===== config.mk =====
export PLATFORM = sky130hd
export DESIGN_NAME = mes_front
export DESIGN_NICKNAME = d
export VERILOG_FILES = /design/src/rtl/core/mes_pkg.sv /design/src/rtl/core/mes_front.sv
export SDC_FILE = /design/constraint.sdc
export NUM_CORES = 1
export LEC_CHECK = 0
export BUFFER_PORTS_ARGS = -buffer_cell sky130_fd_sc_hd__buf_2
export CAP_MARGIN = 20
export CORE_UTILIZATION = 64
export DETAILED_ROUTE_END_ITERATION = 7
export PLACE_DENSITY = 0.91
export REMOVE_ABC_BUFFERS = 1
export SYNTH_ARGS = -nofsm -noshare
export SYNTH_HDL_FRONTEND = slang
export SYNTH_SLANG_ARGS = --single-unit

===== constraint.sdc =====
create_clock -name i_clk -period 12.8 [get_ports i_clk]
set_input_delay 1.28 -clock i_clk [delete_from_list [all_inputs] [get_ports i_clk]]
set_output_delay 1.28 -clock i_clk [all_outputs]
set_load 0.02 [all_outputs]

===== src/rtl/core/mes_pkg.sv =====
// Shared types, constants and helpers of the Mandelbrot escape-time shader.
package mes_pkg;

    localparam int VIEW_WIDTH  = 512;
    localparam int QUEUE_DEPTH = 2;   // power of two
    localparam int QPTR_W      = (QUEUE_DEPTH > 1) ? $clog2(QUEUE_DEPTH) : 1;

    localparam logic [1:0] REG_X_ORIGIN   = 2'd0;
    localparam logic [1:0] REG_Y_ORIGIN   = 2'd1;
    localparam logic [1:0] REG_PIXEL_STEP = 2'd2;
    localparam logic [1:0] REG_MAX_ITER   = 2'd3;

    localparam logic signed [31:0] RST_X_ORIGIN   = -32'sd33554432;
    localparam logic signed [31:0] RST_Y_ORIGIN   = -32'sd33554432;
    localparam logic [30:0]        RST_PIXEL_STEP = 31'd134218;
    localparam logic [15:0]        RST_MAX_ITER   = 16'd10;

    localparam logic signed [31:0] Q_MAX = 32'sh7FFF_FFFF;
    localparam logic signed [31:0] Q_MIN = 32'sh8000_0000;
    localparam logic [7:0]         SHADE_MAX = 8'hFF;

    typedef struct packed {
        logic [8:0] column;
        logic [8:0] row;
    } t_pix_in;

    typedef struct packed {
        logic [7:0] shade;
        logic       escaped;
    } t_pix_out;

    typedef struct packed {
        logic signed [31:0] x_origin;
        logic signed [31:0] y_origin;
        logic [30:0]        pixel_step;
        logic [15:0]        max_iter;
    } t_cfg;

    typedef struct packed {
        logic signed [31:0] cre;
        logic signed [31:0] cim;
    } t_coord;

    typedef enum logic [1:0] {
        B_IDLE,
        B_MUL,
        B_UPD,
        B_SHADE
    } t_back_state;

    // Saturate a 42-bit signed value to Q8.24.
    function automatic logic signed [31:0] sat_q(input logic signed [41:0] v);
        logic signed [31:0] res;
        if ((v[41:31] == 11'h000) || (v[41:31] == 11'h7FF)) begin
            res = v[31:0];
        end else if (v[41]) begin
            res = Q_MIN;
        end else begin
            res = Q_MAX;
        end
        return res;
    endfunction

endpackage


===== src/rtl/core/mes_front.sv =====
// Front end: accepts pixel beats, forms c and pushes it into the queue.
module mes_front (
    input  logic            i_clk,
    input  logic            i_rst_n,
    input  mes_pkg::t_cfg   i_cfg,
    input  logic            i_in_valid,
    output logic            o_in_ready,
    input  mes_pkg::t_pix_in i_pix,
    output logic            o_q_push,
    output mes_pkg::t_coord o_q_data,
    input  logic            i_q_full
);
    import mes_pkg::*;

    localparam int VIEW_MAX = VIEW_WIDTH - 1;

    logic    r_valid;
    t_pix_in r_pix;
    logic    w_push;

    function automatic logic [8:0] clamp_idx(input logic [8:0] idx);
        logic [8:0] res;
        if (32'(idx) > VIEW_MAX) begin
            res = 9'(VIEW_MAX);
        end else begin
            res = idx;
        end
        return res;
    endfunction

    function automatic logic signed [31:0] coord(input logic signed [31:0] origin,
                                                 input logic [8:0] idx,
                                                 input logic [30:0] step);
        logic [39:0]        prod;
        logic signed [41:0] sum;
        prod = 40'(idx) * 40'(step);
        sum  = {{10{origin[31]}}, origin} + signed'({2'b00, prod});
        return sat_q(sum);
    endfunction

    assign w_push     = r_valid && !i_q_full;
    assign o_in_ready = !r_valid || w_push;
    assign o_q_push   = w_push;

    always_comb begin
        o_q_data.cre = coord(i_cfg.x_origin, clamp_idx(r_pix.column), i_cfg.pixel_step);
        o_q_data.cim = coord(i_cfg.y_origin, clamp_idx(r_pix.row), i_cfg.pixel_step);
    end

    always_ff @(posedge i_clk) begin
        if (!i_rst_n) begin
            r_valid <= 1'b0;
        end else if (i_in_valid && o_in_ready) begin
            r_valid <= 1'b1;
        end else if (w_push) begin
            r_valid <= 1'b0;
        end
    end

    always_ff @(posedge i_clk) begin
        if (i_in_valid && o_in_ready) begin
            r_pix <= i_pix;
        end
    end

endmodule


Yosys cells after proc, flatten, opt, wreduce, memory -nomap -nowiden:

Index checks and enable logic that the tools add are counted.

* input port bits: 133
* bits in latches: 0
* output and inout port bits: 66
* memory bits (read-only): 0
* register bits: 19
* memories: 0
* word-level logic and storage cells: 25
* bits in writable memories: 0

* add/sub/neg operators: 2
* multipliers: 2
* div/mod/pow operators: 0
* multiplexer cells: 6
* reduce and logical (&&, ||, !) cells: 10
* bitwise gates (word level): 0
* eq/ne operators: 2
* magnitude comparators: 0
* shift-type cells: 0

Operator list (number)
* $mux W32: 4
* $add A32 B41 Y42: 2
* $mul A9 B31 Y40: 2
* $eq A11 B11 Y1 const B: 2
* $logic_not A11 Y1: 2
* $logic_or A1 B1 Y1: 3
* $logic_and A1 B1 Y1: 2
* $logic_not A1 Y1: 2
* $mux W1: 2
* $reduce_bool A2 Y1: 1

Longest topological paths before layout:

* word-level depth: 5
* depth in mapped cells: 36
* depth with buffers taken out: 33

Worst setup path after synthesis:

Ideal clock, no wire load.

* path type: input -> output
* from: input port i_cfg[24] (netlist bit)
* to: output port o_q_data[33] (netlist bit)
* cell stages on the path: 33
* arrival time: 8.907 ns
* path slack: 2.613 ns
* path buffers: 3
* data required time: 11.520 ns
* path through: clkbuf_1 > nand2_1 > fa_1 > inv_1 > fa_1 > fa_1 > inv_1 > fa_1 > inv_1 > ha_1 > o21a_1 > o31a_1 > o21ai_0 > a2111oi_0 > o2111a_1 > o2111ai_1 > a21oi_1 > o21ai_0 > a2111o_1 > o211ai_1 > ha_1 > buf_2 > nand4_1 > or3_1 > o32ai_1 > a31o_2 > nor2_1 > o31ai_1 > a31oi_1 > xnor2_1 > o41a_1 > clkbuf_1 > a21oi_1

RTL lines
* from (decl): line mes_front.sv:5 `input mes_pkg::t_cfg i_cfg,`
* to (decl): line mes_front.sv:10 `output mes_pkg::t_coord o_q_data,`

==> flow_metrics.env <==
export IMPL_outcome="completed"
export IMPL_synthDistinctLibCells=93
export IMPL_maxCapViolCount=0
export IMPL_design_core_area_um2=35600
export IMPL_synth_seq_cells=19
export IMPL_worstHoldStart="r_valid"
export IMPL_ios=199
export IMPL_cts_resized=0
export IMPL_viasPerCell=5.91
export IMPL_cp_start_kind="input pin"
export IMPL_cts_sinks=19
export IMPL_grt_antenna_before_repair=2
export IMPL_crit_slowest_cell="a41o_1"
export IMPL_fin_crit_ps=11510
export IMPL_synth_edf_count=18
export IMPL_critPathMaxStageDelay_ps=920
export IMPL_drcViolationCount=0
export IMPL_die_h_um=192
export IMPL_final_fill_count=2763
export IMPL_drive_gt1_share_pct=9.20
export IMPL_portBuffers=182
export IMPL_ys_warn_count=0
export IMPL_avgRoutedWirePerCell_um=16.4
export IMPL_track_usage_pct=30.8
export IMPL_syn_area_um2=23100
export IMPL_hold_viol_final=0
export IMPL_area_delta_synth_final_pct=5.07
export IMPL_slew_headroom_pct=28.9
export IMPL_worstMarginPinSlew_ps=1070
export IMPL_seq_area_frac_synth_pct=2.43
export IMPL_setup_viol=0
export IMPL_clock_latency_ps=250
export IMPL_clockBufferDepth=2
export IMPL_fmax_ghz=0.0869
export IMPL_reg2reg_depth=2
export IMPL_critPathArrivalTime_ps=10230
export IMPL_rsz0062_at_grt="no"
export IMPL_numCtsBuffers=3
export IMPL_gp_congestion=0.928
export IMPL_clk_pin_slew_ps=50
export IMPL_drt_wl_total_um=55400
export IMPL_start_util_pct=64.9
export IMPL_htreeDepth=1
export IMPL_cts_hold_buf=0
export IMPL_hold_depth=2
export IMPL_skew_ps=2.20
export IMPL_grt_first_pass_wirelength_um=92500
export IMPL_syn_avg_cell_area_um2=8.14
export IMPL_cts_tree="yes"
export IMPL_ys_flop_type="edfxtp_1"
export IMPL_crit_path_end_kind="primary output"
export IMPL_fin_nets=3674
export IMPL_dp_hpwl_um=45000
export IMPL_reg2reg_setup_slack_ps=11440
export IMPL_worstHoldPathType="reg -> reg"
export IMPL_reg2reg_to="r_pix[17]"
export IMPL_regToRegStartpoint="r_valid"
export IMPL_cp_required_ps=11520
export IMPL_postRouteAntennaNets=0
export IMPL_cts_setup_buffers=0
export IMPL_cp_max_fo=31
export IMPL_finalCritPeriodShare_pct=89.9
export IMPL_finish_utilization_pct=68.2
export IMPL_async_flop_share_pct=0
export IMPL_maxSlewViolCount=0
export IMPL_grt_pass1_vias=20800
export IMPL_netlist_instances=2839
export IMPL_die_area_um2=36900
export IMPL_die_width_um=192
export IMPL_finalSetupTns_ps=0
export IMPL_via_count=20000
export IMPL_drt_iter0_markers=1312
export IMPL_clock_root_buffer="clkbuf_16"
export IMPL_grt_start_max_net_pins=32
export IMPL_hold_end="r_valid"
export IMPL_cp_common_cell="fa_1"
export IMPL_crit_type="in -> out"
export IMPL_core_rowCount=69
export IMPL_grt_ovfl_total=0
export IMPL_dr_pass1_iters=5
[worst max-delay path, delay by kind of cell]
| kind | cells | cell delay [ps] |
|---|---|---|
| fa+ha+maj | 6 | 2750 |
| compound gates | 14 | 3840 |
| buf+inv | 5 | 690 |
| simple gates | 6 | 1340 |
| xor+xnor | 2 | 310 |
[kinds of logic after synthesis]
kind of cell | synth area share, %
compound gates | 14.7
xor+xnor | 5.27
fa+ha+maj | 46.7
buf+inv | 11.2
flops | 2.43
mux | 0.0921
simple gates | 19.6
[Yosys cell counts, types with 7 or more instances]
library cell / n / share of area, %
nor4_1: 8 / 0.22
nand4_1: 21 / 0.57
a211oi_1: 13 / 0.42
o21ai_0: 70 / 1.5
ha_1: 206 / 11
o21ai_2: 31 / 1.2
inv_1: 531 / 8.6
nand2_1: 324 / 5.3
o21bai_1: 33 / 1.1
nor2b_1: 17 / 0.46
and3_1: 8 / 0.22
o21a_1: 24 / 0.78
o211ai_1: 8 / 0.26
nor2_1: 94 / 1.5
nor3_1: 29 / 0.63
nand3_1: 28 / 0.61
edfxtp_1: 18 / 2.3
and2_1: 331 / 9.0
o31ai_1: 8 / 0.26
buf_4: 7 / 0.23
nand2b_1: 7 / 0.19
xnor2_1: 89 / 3.4
a21o_1: 57 / 1.9
fa_1: 410 / 36
xor2_1: 50 / 1.9
a21oi_1: 181 / 3.9
clkbuf_1: 99 / 1.6
a31oi_1: 16 / 0.43
[registers in the layout (all words and copies together), names as in the netlist]
register,flops
r_pix,18
r_valid,1
[per-stage QoR]
stage	setup slack [ps]	hold slack, ps	std cells	cell area (um2)
5_1_grt	621	577	3385	24300
4_1_cts	1300	556	3384	24200
3_3_place_gp	1540	502	3380	24200
6_report	1290	549	3388	24300
2_1_floorplan	2260	487	2716	22500
3_5_place_dp	1310	547	3380	24200
[metal layers]
layer  vias to the layer above  GRT usage [%]  share of wire, %
li1                       9144              -                 -
met1                      9832           36.8                38
met2                       834           56.3                51
met3                       199           3.80               7.5
met4                         2           11.5               3.5
met5                         -              0             0.018
[cell usage in the layout, fill, tap and decap left out, drive strengths merged, types with 7 or more instances in the layout]
cell type and count:
o21ai 107, o211ai 8, and3 9, a31oi 17
a21o 59, o31ai 10, edfxtp 18, nor2 94
a211oi 14, inv 532, o21bai 33, buf 204
nor2b 17, nor4 9, nand3 29, o21a 24
a21oi 182, fa 410, nor3 30, and2 332
nand2 325, xnor2 89, nand2b 7, a2111oi 7
xor2 50, ha 206, nand4 22
[layout make-up]
type                       count  area, um2  area share (%)
tap                          461        577            2.38
multi-input combinational   2165      20000            82.3
timing repair buffer         204       1080            4.46
clock buffer                   4       78.8           0.325
sequential                    19        561            2.31
antenna                        3       7.51          0.0309
inverter                     532       2000            8.23
[worst max-delay path by stage]
| stage | startpoint | endpoint | slack (ps) | cells past startpoint |
|---|---|---|---|---|
| 2_1_floorplan | i_cfg[23] | o_q_data[7] | 2260 | 28 |
| 3_3_place_gp | i_cfg[24] | o_q_data[32] | 1540 | 32 |
| 3_5_place_dp | i_cfg[23] | o_q_data[36] | 1310 | 32 |
| 4_1_cts | i_cfg[23] | o_q_data[36] | 1300 | 32 |
| 5_1_grt | i_cfg[23] | o_q_data[32] | 620 | 31 |
| 6_report | i_cfg[26] | o_q_data[36] | 1290 | 33 |
Power is not shown: default switching activity piles up to over one toggle a cycle in this logic, so the estimate is an artifact.
