[config.mk]
export PLATFORM = sky130hd
export DESIGN_NAME = mes_queue
export DESIGN_NICKNAME = d
export VERILOG_FILES = /design/src/rtl/core/mes_pkg.sv /design/src/rtl/core/mes_queue.sv
export SDC_FILE = /design/constraint.sdc
export NUM_CORES = 1
export LEC_CHECK = 0
export ABC_AREA = 1
export BUFFER_PORTS_ARGS = -buffer_cell sky130_fd_sc_hd__buf_4
export CAP_MARGIN = 10
export CORE_MARGIN = 3
export CORE_UTILIZATION = 40
export DETAILED_ROUTE_END_ITERATION = 12
export PLACE_DENSITY_LB_ADDON = 0.05
export REMOVE_ABC_BUFFERS = 1
export SLEW_MARGIN = 30
export SYNTH_ARGS = -nofsm -noshare
export SYNTH_HDL_FRONTEND = slang
export SYNTH_SLANG_ARGS = --single-unit
export TNS_END_PERCENT = 20
[constraint.sdc]
create_clock -name i_clk -period 11.84 [get_ports i_clk]
set_input_delay 2.368 -clock i_clk [delete_from_list [all_inputs] [get_ports i_clk]]
set_output_delay 2.368 -clock i_clk [all_outputs]
set_load 0.05 [all_outputs]
[src/rtl/core/mes_pkg.sv]
// Shared types, constants and helpers of the Mandelbrot escape-time shader.
package mes_pkg;

    localparam int VIEW_WIDTH  = 512;
    localparam int QUEUE_DEPTH = 2;   // power of two
    localparam int QPTR_W      = (QUEUE_DEPTH > 1) ? $clog2(QUEUE_DEPTH) : 1;

    localparam logic [1:0] REG_X_ORIGIN   = 2'd0;
    localparam logic [1:0] REG_Y_ORIGIN   = 2'd1;
    localparam logic [1:0] REG_PIXEL_STEP = 2'd2;
    localparam logic [1:0] REG_MAX_ITER   = 2'd3;

    localparam logic signed [31:0] RST_X_ORIGIN   = -32'sd33554432;
    localparam logic signed [31:0] RST_Y_ORIGIN   = -32'sd33554432;
    localparam logic [30:0]        RST_PIXEL_STEP = 31'd134218;
    localparam logic [15:0]        RST_MAX_ITER   = 16'd10;

    localparam logic signed [31:0] Q_MAX = 32'sh7FFF_FFFF;
    localparam logic signed [31:0] Q_MIN = 32'sh8000_0000;
    localparam logic [7:0]         SHADE_MAX = 8'hFF;

    typedef struct packed {
        logic [8:0] column;
        logic [8:0] row;
    } t_pix_in;

    typedef struct packed {
        logic [7:0] shade;
        logic       escaped;
    } t_pix_out;

    typedef struct packed {
        logic signed [31:0] x_origin;
        logic signed [31:0] y_origin;
        logic [30:0]        pixel_step;
        logic [15:0]        max_iter;
    } t_cfg;

    typedef struct packed {
        logic signed [31:0] cre;
        logic signed [31:0] cim;
    } t_coord;

    typedef enum logic [1:0] {
        B_IDLE,
        B_MUL,
        B_UPD,
        B_SHADE
    } t_back_state;

    // Saturate a 42-bit signed value to Q8.24.
    function automatic logic signed [31:0] sat_q(input logic signed [41:0] v);
        logic signed [31:0] res;
        if ((v[41:31] == 11'h000) || (v[41:31] == 11'h7FF)) begin
            res = v[31:0];
        end else if (v[41]) begin
            res = Q_MIN;
        end else begin
            res = Q_MAX;
        end
        return res;
    endfunction

endpackage

[src/rtl/core/mes_queue.sv]
// Short queue of c coordinates between front and back.
module mes_queue (
    input  logic            i_clk,
    input  logic            i_rst_n,
    input  logic            i_push,
    input  mes_pkg::t_coord i_data,
    output logic            o_full,
    input  logic            i_pop,
    output logic            o_valid,
    output mes_pkg::t_coord o_data
);
    import mes_pkg::*;

    t_coord              r_mem [QUEUE_DEPTH];
    logic [QPTR_W-1:0]   r_wr_ptr;
    logic [QPTR_W-1:0]   r_rd_ptr;
    logic [QPTR_W:0]     r_count;

    assign o_full  = (r_count == (QPTR_W + 1)'(QUEUE_DEPTH));
    assign o_valid = (r_count != '0);
    assign o_data  = r_mem[r_rd_ptr];

    always_ff @(posedge i_clk) begin
        if (!i_rst_n) begin
            r_wr_ptr <= '0;
            r_rd_ptr <= '0;
            r_count  <= '0;
        end else begin
            if (i_push) begin
                r_wr_ptr <= r_wr_ptr + 1'b1;
            end
            if (i_pop) begin
                r_rd_ptr <= r_rd_ptr + 1'b1;
            end
            if (i_push && !i_pop) begin
                r_count <= r_count + 1'b1;
            end else if (!i_push && i_pop) begin
                r_count <= r_count - 1'b1;
            end
        end
    end

    always_ff @(posedge i_clk) begin
        if (i_push) begin
            r_mem[r_wr_ptr] <= i_data;
        end
    end

endmodule

# Yosys cells after proc, flatten, opt, wreduce, memory -nomap -nowiden
# Memories as Yosys holds them, arrays and structs flattened. A register that Yosys moved wholly into a read port is not among the register bits.
# Index checks and enable logic that the tools add are counted.
[totals]
register_bits = 4
ramBits = 128
inputBits = 68
out_inout_bits = 66
elab_cells = 21
memories = 1
[mem_list]
columns = ["memory", "words", "word_bits", "rd", "rd_clocked_by_memory_dff", "write_ports", "line_no", "rtl"]
rows = [
  ["r_mem", 2, 64, 1, 1, 1, "mes_queue.sv:14", "t_coord r_mem [QUEUE_DEPTH];"],
]
[classes]
addsub = 4
eq_ne = 1
n_mux = 6
reduce_logical = 6
[ops]
columns = ["op", "count"]
rows = [
  ["$mux W1", 4],
  ["$mux W2", 2],
  ["$reduce_bool A2 Y1", 2],
  ["$add A1 B1 Y1 const B", 2],
  ["$add A2 B1 Y2 const B", 1],
  ["$eq A2 B2 Y1 const B", 1],
  ["$logic_and A1 B1 Y1", 2],
  ["$logic_not A1 Y1", 2],
  ["$sub A2 B1 Y2 const B", 1],
]

# Longest topological paths before layout
# Gate-level depths: netlist of the first run.
[depth]
depth_word = 4
mapped_depth = 8
ltp_nobuf = 8

# Worst setup path before layout of the first run
# OpenSTA, ideal clock, no wires.
[synth_timing]
kind = "input to register"
from = "input i_push"
to = "memory r_mem[0][0] (netlist name) (enable)"
setup_time_ns = 0.488
arrival_time_ns = 5.092
setup_slack_ns = 6.260
path_stages = 2
path_buffers = 0
path_cell_list = "inv_1 > nor2_1"
[synth_between]
elab_chain_len = 2
[synth_rtl]
columns = ["item", "line_no", "rtl"]
rows = [
  ["start, declared", "mes_queue.sv:5", "input logic i_push,"],
  ["$mux W1", "mes_queue.sv:44", "if (i_push) begin"],
  ["$mux W1 (not written as such)", "mes_queue.sv:45", "r_mem[r_wr_ptr] <= i_data;"],
  ["end, declared", "mes_queue.sv:14", ""],
]
# Every way passes these cells.

==> results.md, run 1 <==
- The detailed router finished its first iteration with 120 violations.
- The clock passes through at most 2 buffers.
- After detailed routing, the number of remaining DRC violations is 0.
- The kind of capture point of the worst setup path is an output port.
- TritonCTS built the clock tree.
- The reported leakage power is 2.72 nW.
- The number of global-route vias before repair is 2671.
- The cell area after synthesis is 5150 um2.
- Ranked by total cell area, the synthesized netlist is headed by sky130_fd_sc_hd__edfxtp_1 (75%), sky130_fd_sc_hd__mux2_4 (17%), sky130_fd_sc_hd__buf_12 (2.3%), sky130_fd_sc_hd__dfxtp_1 (1.9%), sky130_fd_sc_hd__mux2_2 (0.87%).
- The tightest hold path in the finished design has a slack of 0.505 ns.
- The total global routing track utilization is 0.131.
- The worst setup path is launched from a register.
- The number of nets with antenna violations after detailed routing is 0.
- The buffers inserted during post-CTS setup optimization is 0.
- Of all nets on the critical path, the largest fanout is 48.
- The H-tree was split into 4 levels.
- The number of non-filler instances in the completed layout is 562.
- Synthesis produced 234 cells.
- The count of TritonRoute iterations in the first routing pass is 4.
- STA puts the critical path data required time at 9.47 ns.
- The most area-hungry cell type in the Yosys netlist is sky130_fd_sc_hd__edfxtp_1.
- The register cell area after layout is 3950 um2.
- The die area is 14300 um2.
- The worst setup path category is register to output port.
- Measured against its own limit, the worst slew margin works out to 0.398.
- The layout net count is 451.
- The sink count of the clock tree is 133.
- For this run, the number of Yosys warnings is 0.
- Summed over all layers, the global routing overflow is 0.
- The routed layout has 2540 vias.
- Across the VDD grid, the largest voltage drop is 124 uV.
- Clock-pin slew was measured on the worst setup and hold paths at 0.05 ns.
- Static timing analysis puts the maximum clock frequency at 214 MHz.
- The count of different cell masters after synthesis is 14.
- The root buffer cell is sky130_fd_sc_hd__clkbuf_16.
- The die span in x is 119 um.
- During I/O placement, the number of pins put on the boundary was 134.
- The transition time of the tightest slew-check pin is 0.903 ns.
- Setup repair after global routing left no endpoint under its margin.
- The floorplan step set the die height to 119 um.
- The number of antenna violations at the first check in global routing is 0.
- In this run, synthesis produced a sequential element count of 133.
- At the placement stage, the worst setup path has a slack of 7.55 ns.
- The routed via count divided by cell count is 4.52.
- The cell family contributing the most delay on the critical path is buffers and inverters.
- The total negative setup slack is 0 ns.
- The ratio of total power to cell area is 178 nW/um2.
- The post-route minimum period is 4.67 ns.
- The clock skew is 0.00414 ns.
- The fraction of synthesized cell area taken by the top area cell type is 0.747.
- The max-capacitance violation count is 0.
- Counting the fill cells in the layout gives 1025.
- The core area is 12300 um2.
- The number of antenna cells inserted is 0.
- The peak per-stage delay on the critical path is 0.75 ns.
- The area occupied by multi-input gates is 1050 um2.
- After floorplanning, the core was divided into 40 placement rows.
- TritonCTS created 17 clock buffers.
- The layout cell share with drive strength beyond 1 is 0.566.
- The slowest stage of the critical path is the sky130_fd_sc_hd__buf_4 cell.
- Traced cell by cell, the critical path runs through buf_4, mux2_4, buf_4.
- Dividing the final minimum period by the clock period gives 0.395.
- The largest net degree at the start of global routing is 49.
- The share of the Yosys chip area taken by registers is 0.766.
- The worst min-delay path class is register to register.
- Once routing completed, OpenROAD measured the worst setup slack at 7.17 ns.
- The port buffer count is 133.
- The area growth from synthesis to layout is 31.9%.
- At the end of routability-driven placement, the weighted congestion stood at 0.695.
- The run finished with clean final reports.
- For this configuration, the core starts out at a cell density of 0.418.
- The wire length reported by the detailed router is 8970 um.
- In the final routed layout, each cell accounts on average for 16.0 um.
- The wire length of the first global-routing pass is 13800 um.
- The dominant cell type by count on the critical path is sky130_fd_sc_hd__buf_4.
- The final hold violation count is 0.
- The number of instances in the placed design is 531.
- Each instance of the synthesized netlist takes up on average 22.0 um2.
- At the later pin of the worst-skew pair, clock insertion delay measures 0.41 ns.
- The share of the core filled with cells in the final layout is 0.552.
- The final count of pins violating max slew was 0.
- After clock tree synthesis, the flow added hold-fix buffers numbering 0.
- The count of instances resized after the clock tree is built is 0.
- Together, buffers and inverters on the worst path number 2.
- For the worst setup path, the data arrival time is 2.31 ns.
- Setup violations remaining at the end of the flow were counted as 0.
-- power by group --
part / total, W / leakage [nW] / switching [W] / internal (W)
sequential: 0.000553 / 1.24 / 0.00000819 / 0.000545
clock: 0.000470 / 0.257 / 0.000167 / 0.000304
combinational: 0.000188 / 1.22 / 0.000116 / 0.0000729
-- cell families (layout without fill, tap and decap cells) --
kind of cell	Yosys count	in the layout	share of synthesized area
mux	64	64	0.184
simple gates	19	19	0.0146
flops	133	133	0.766
fa+ha+maj	1	1	0.00243
compound gates	2	2	0.00194
buf+inv	15	175	0.0313
-- path summary, 6_finish.rpt --
check | from | end | slack, ns | depth (start not counted)
max | register | o_data[38] | 7.17 | 3
min | r_rd_ptr | r_rd_ptr | 0.50 | 2
max reg2reg | r_wr_ptr | r_mem[0][4] | 9.89 | 2
min reg2reg | r_rd_ptr | r_rd_ptr | 0.50 | 2
-- routing by layer --
metal	track usage	routed length [um]	part of all wire	up-vias
met1	0.147	3720	0.42	1227
met3	0.0646	713	0.080	22
met5	0	0	0	-
met4	0.0730	268	0.030	0
met2	0.205	4260	0.48	92
li1	-	-	-	1199
-- synthesized netlist by cell type (all sizes together) --
library cell / n
edfxtp: 128
mux2: 64
nand2: 9
inv: 8
nor2: 8
buf: 7
dfxtp: 5
a21oi: 1
ha: 1
nand3: 1
nand4: 1
o21ai: 1
-- layout by cell type (no fill, tap or decap), types with 4 or more instances in the layout --
cell	Yosys	routed
sky130_fd_sc_hd__nor2_1	8	7
sky130_fd_sc_hd__inv_1	8	7
sky130_fd_sc_hd__clkbuf_16	0	17
sky130_fd_sc_hd__nand2_1	9	9
sky130_fd_sc_hd__buf_4	0	136
sky130_fd_sc_hd__mux2_4	60	60
sky130_fd_sc_hd__dfxtp_1	5	4
sky130_fd_sc_hd__mux2_2	4	4
sky130_fd_sc_hd__edfxtp_1	128	128
sky130_fd_sc_hd__clkinv_1	0	5
sky130_fd_sc_hd__clkbuf_1	0	6
-- registers in the layout, indices dropped and copies added, names as in the netlist, named ones only --
register / count
r_wr_ptr: 1
r_rd_ptr: 1
r_mem: 128
r_count: 2
-- worst min-delay path, stage by stage, from the launching register on --
cell                      delay (ns)
sky130_fd_sc_hd__dfxtp_1        0.32
sky130_fd_sc_hd__nor2_1         0.06
sky130_fd_sc_hd__nor2_1         0.08
-- layout make-up --
type / count / share of cell area
sequential: 133 / 0.581
timing repair buffer: 136 / 0.150
inverter: 8 / 0.00442
multi-input combinational: 86 / 0.155
tap: 168 / 0.0310
clock inverter: 8 / 0.0123
clock buffer: 23 / 0.0660
-- stage by stage --
stage                     area, um2  power (W)
after floorplan                5020   0.000695
after global placement         6260   0.000752
after CTS                      6790    0.00123
final                          6790    0.00121
after global routing           6790    0.00126
after detailed placement       6260   0.000754
(Power assumes the default switching activity.)
==> run 2, diff against run 1 <==
--- a/config.mk
+++ b/config.mk
@@ -5,7 +5,7 @@
 export SDC_FILE = /design/constraint.sdc
 export NUM_CORES = 1
 export LEC_CHECK = 0
-export ABC_AREA = 1
+export ABC_AREA = 0
 export BUFFER_PORTS_ARGS = -buffer_cell sky130_fd_sc_hd__buf_4
 export CAP_MARGIN = 10
 export CORE_MARGIN = 3
==> constraint.sdc (replaced) <==
create_clock -name i_clk -period 4.5 [get_ports i_clk]
set_input_delay 0.9 -clock i_clk [delete_from_list [all_inputs] [get_ports i_clk]]
set_output_delay 0.9 -clock i_clk [all_outputs]
set_load 0.05 [all_outputs]
==> run 2 against run 1 <==
Compared with the run above: total power increased to 2.7 times the previous value; flip-flop and latch count unchanged; worst hold slack got worse by 0.00079 ns; area after synthesis decreased by 5.6%; die area decreased by 5.3%; critical path depth unchanged; first-iteration DRC count decreased by 9.2%; via count decreased by 2.2%; cell count decreased by 6.0%; worst setup slack got worse by 5.8 ns; wire length increased by 1.4%; critical path type unchanged; critical endpoint is now o_data[40]; highest routed layer unchanged.
==> results.md, run 2 <==
- The number of synthesized flops with an enable pin is 128 (unchanged).
- The number of standard-cell rows in the floorplan is 39 (-2.5%).
- The met3 usage is 0.0736 (+0.00900).
- Timing would allow up to 319 MHz.
- The critical path's slowest cell is sky130_fd_sc_hd__dfxtp_2.
- The final hold violation count was 0 (unchanged).
- The number of buffer and inverter instances along the worst setup path is 2 (unchanged).
- The largest register by flop count is r_mem.
- The transition time of the tightest slew-check pin is 0.789 ns (-0.114 ns).
- The final setup violation count is 0 (unchanged).
- The port buffer count is 133 (unchanged).
- The clock-pin slew on the worst setup and hold paths is 0.06 ns (about the same).
- The largest net degree at the start of global routing is 37 (-24%).
- The total CTS buffers is 17 (unchanged).
- The number of I/O pins is 134 (unchanged).
- The clock insertion delay at the later pin of the skew report is 0.41 ns (about the same).
- The number of buffers between clock root and the deepest sink is 2 (unchanged).
- The max-capacitance violation count is 0 (unchanged).
- The total negative setup slack is 0 ns (unchanged).
- Leaving out fill and tap cells, the most frequent cell in the layout is sky130_fd_sc_hd__buf_4.
- The library cells used most frequently in the layout, excluding fill and tap cells, are sky130_fd_sc_hd__buf_4 (137), sky130_fd_sc_hd__edfxtp_1 (128), sky130_fd_sc_hd__mux2_2 (64).
- The post-synthesis area per instance is 22.0 um2 (about the same).
- The buffers inserted during post-CTS setup optimization is 0 (unchanged).
- The number of instances in the placed design is 495 (-6.8%).
- The worst setup path is captured at an output port.
- The worst setup path is launched from a register.
- The reported leakage power was 2.53 nW (-7.1%).
- The internal power of the cells is 0.00249 W (+170%).
- The worst hold path stage count came to 2 (unchanged).
- The data arrival time of the critical path is 2.24 ns (-0.07 ns).
- The peak per-stage delay on the critical path is 0.84 ns (+0.09 ns).
- Setup repair after global routing left no endpoint under its margin.
- The synthesized design spends more area on one cell type than any other, namely sky130_fd_sc_hd__edfxtp_1.
- The run finished with clean final reports.
- The count of TritonRoute iterations in the first routing pass is 4 (unchanged).
- The met2 track utilization from global routing is 0.217 (+0.0122).
- The number of vias after detailed routing is 2485 (-2.2%).
- The number of buffers inserted for hold repair after clock tree synthesis was 0 (unchanged).
- The family of cells with the greatest summed delay on the critical path is flip-flops.
- The clock skew is 0.00547 ns (+0.00134 ns).
- The proportion of register bits with asynchronous set or reset after synthesis is 0 (unchanged).
- Once detailed placement completed, the half-perimeter wirelength came to 5880 um.
- Among all flip-flop cells after synthesis, the most frequent one is sky130_fd_sc_hd__edfxtp_1.
- The critical path depth in cells is 3 (unchanged).
- The number of flip-flops in the largest register is 128 (unchanged).
- The number of remaining DRC errors is 0 (unchanged).
- The worst-path maximum fanout is 31 (-35%).
- The layout cell share with drive strength beyond 1 came to 0.621 (+0.0548).
- The largest registers in the layout are r_mem (128), r_count (2).
- The fraction of power spent switching nets is 0.249 (+0.00953).
- The core area is 11700 um2 (-5.3%).
- The critical path goes through buf_4, mux2_2, buf_4.
- The number of warnings printed during yosys synthesis is 0 (unchanged).
- The total global routing track utilization came to 0.140 (+0.00870).
- The count of different cell masters after synthesis is 17 (+3).
- The met1 routing resource usage after global routing is 0.161 (+0.0141).
- The number of standard cells after synthesis was 221 (-5.6%).
- By area the synthesized netlist is led by sky130_fd_sc_hd__edfxtp_1 (79%), sky130_fd_sc_hd__mux2_2 (15%), sky130_fd_sc_hd__dfxtp_1 (2.1%), sky130_fd_sc_hd__buf_6 (1.4%), sky130_fd_sc_hd__and2_1 (0.51%).
- The detailed router's first-iteration violation count is 109 (-9.2%).
- The wire length reported by the detailed router is 9090 um (+1.4%).
- The number of global-route vias before repair came to 2622 (-1.8%).
- The cell area after synthesis is 4860 um2 (-5.6%).
- The proportion of power drawn by combinational gates is 0.157 (+0.002).
- The height of the chip is 116 um (-2.7%).
- The fraction of synthesized cell area taken by the top area cell type is 0.791 (+0.0442).
- The number of antenna cells inserted came to 0 (unchanged).
- The number of antenna violations at the first check in global routing came to 0 (unchanged).
- The die span in x is 116 um (-2.7%).
- The busiest layer in global routing is met2.
- The part of the total power dissipated in sequential elements is 0.440 (-0.017).
- The wire length of the first global-routing pass was 13600 um (-1.1%).
- The final count of pins violating max slew is 0 (unchanged).
- The worst IR drop on VDD was 256 uV (+110%).
- The sink count of the clock tree is 133 (unchanged).
- The area growth from synthesis to layout is 36.6%.
- The effective utilization at floorplan is 0.417 (-0.00139).
- The net switching power is 0.000826 W (+180%).
- The max-slew headroom at the worst pin came to 0.474 (+0.0759).
- The count of H-tree levels built during CTS is 4 (unchanged).
- The flip-flop and latch count after synthesis came to 133 (unchanged).
- The most common cell in the synthesized netlist is sky130_fd_sc_hd__edfxtp_1.
- The number of filler cells placed in the layout is 932 (-9.1%).
- TritonCTS built the clock tree.
- The clock power share is 0.404 (+0.016).
- The critical path data required time is 3.60 ns (-5.87 ns).
- The dominant cell type by count on the critical path is sky130_fd_sc_hd__buf_4.
- The average routed wire per standard cell is 17.2 um (+7.9%).
- The number of non-filler instances in the completed layout is 528 (-6.0%).
- The number of cells on the worst reg-to-reg path is 2 (unchanged).
- The count of instances resized after the clock tree is built is 0 (unchanged).
- The worst setup path category is register to output port.
- The ratio of total power to cell area is 499 nW/um2 (+180%).
- The final worst-path cycle share is 0.697.
- The worst min-delay path class is register to register.
- Counting I/O delays and the setup requirement, the final critical path takes 3.14 ns.
- The tree is rooted in a sky130_fd_sc_hd__clkbuf_16.
- The number of nets with antenna violations after detailed routing is 0 (unchanged).
- Sorting the synthesized cells by how often they occur yields sky130_fd_sc_hd__edfxtp_1 (128), sky130_fd_sc_hd__mux2_2 (64), sky130_fd_sc_hd__buf_6 (6), sky130_fd_sc_hd__dfxtp_1 (5), sky130_fd_sc_hd__and2_1 (4).
- The routed via count divided by cell count is 4.71 (+4.1%).
- The layout net count came to 441 (-2.2%).
- The die area is 13500 um2 (-5.3%).
- The register area share after synthesis is 0.811 (+0.0453).
- The final weighted congestion in routability-driven placement is 0.715 (+2.8%).
- The sum of overflow across all layers after global routing is 0 (unchanged).
[run 2: changes by cell type in the layout (fill, tap and decap cells not counted), sizes merged, moves of 2 or more]
cell   delta
nor2      -8
nand2     -9
xor2      +2
nor2b     +2
buf       +3
inv       -7
and2      +4
[run 2: logic make-up (layout without fill, tap and decap cells)]
kind of cell	after synthesis	after routing	share of synthesized area
AO/OA/AOI/OAI	3	3	0.00412
XOR/XNOR	3	3	0.00541
AND/OR/NAND/NOR	9	9	0.0121
multiplexers	64	64	0.148
adder cells (fa/ha/maj)	1	1	0.00257
flip-flops	133	133	0.811
buffers and inverters	8	172	0.0162
[run 2: final cells by class]
class                           count  area (um2)  share of cell area
Tap cell                          143         179              0.0270
Clock inverter                     10         103              0.0155
Sequential cell                   133        3950               0.594
Multi-Input combinational cell     80         847               0.128
Timing Repair Buffer              139        1080               0.162
Inverter                            1        3.75            0.000566
Clock buffer                       22         484              0.0729
[run 2: power by group through the flow]
stage                     clock, W  sequential [W]  combinational [W]
after global routing       0.00143         0.00146           0.000547
after global placement           0         0.00148           0.000518
final                      0.00134         0.00146           0.000519
after floorplan                  0         0.00149           0.000336
after CTS                  0.00136         0.00146           0.000522
after detailed placement         0         0.00148           0.000521
[run 2: routing by layer]
metal  wire (um)  share of wire
met1        3700           0.41
met2        4310           0.47
met3         916           0.10
met4         172          0.019
met5           0              0
[run 2: tightest hold or removal path, delay by kind of cell (launching register included)]
family / cells / cell delay (ns)
AOI/OAI and AO/OA: 2 / 0.13
DFF: 1 / 0.32
[run 2: path summary, 6_finish.rpt]
kind	startpoint	endpoint	slack [ns]
max reg2reg	r_wr_ptr	r_mem[1][46]	2.77
min	r_count[1]	r_count[1]	0.50
max	register	o_data[40]	1.36
min reg2reg	r_count[1]	r_count[1]	0.50
[run 2: metrics by stage]
step / total power [W] / util / hold WS [ns] / setup slack (ns) / cell area, um2
detailed placement: 0.00200 / 0.516 / 0.500 / 1.72 / 6020
global route: 0.00344 / 0.569 / 0.521 / 1.21 / 6640
finish: 0.00332 / 0.569 / 0.504 / 1.36 / 6640
global placement: 0.00200 / 0.516 / 0.483 / 1.74 / 6020
CTS: 0.00334 / 0.567 / 0.506 / 1.28 / 6610
floorplan: 0.00182 / - / 0.461 / 0.260 / 4790
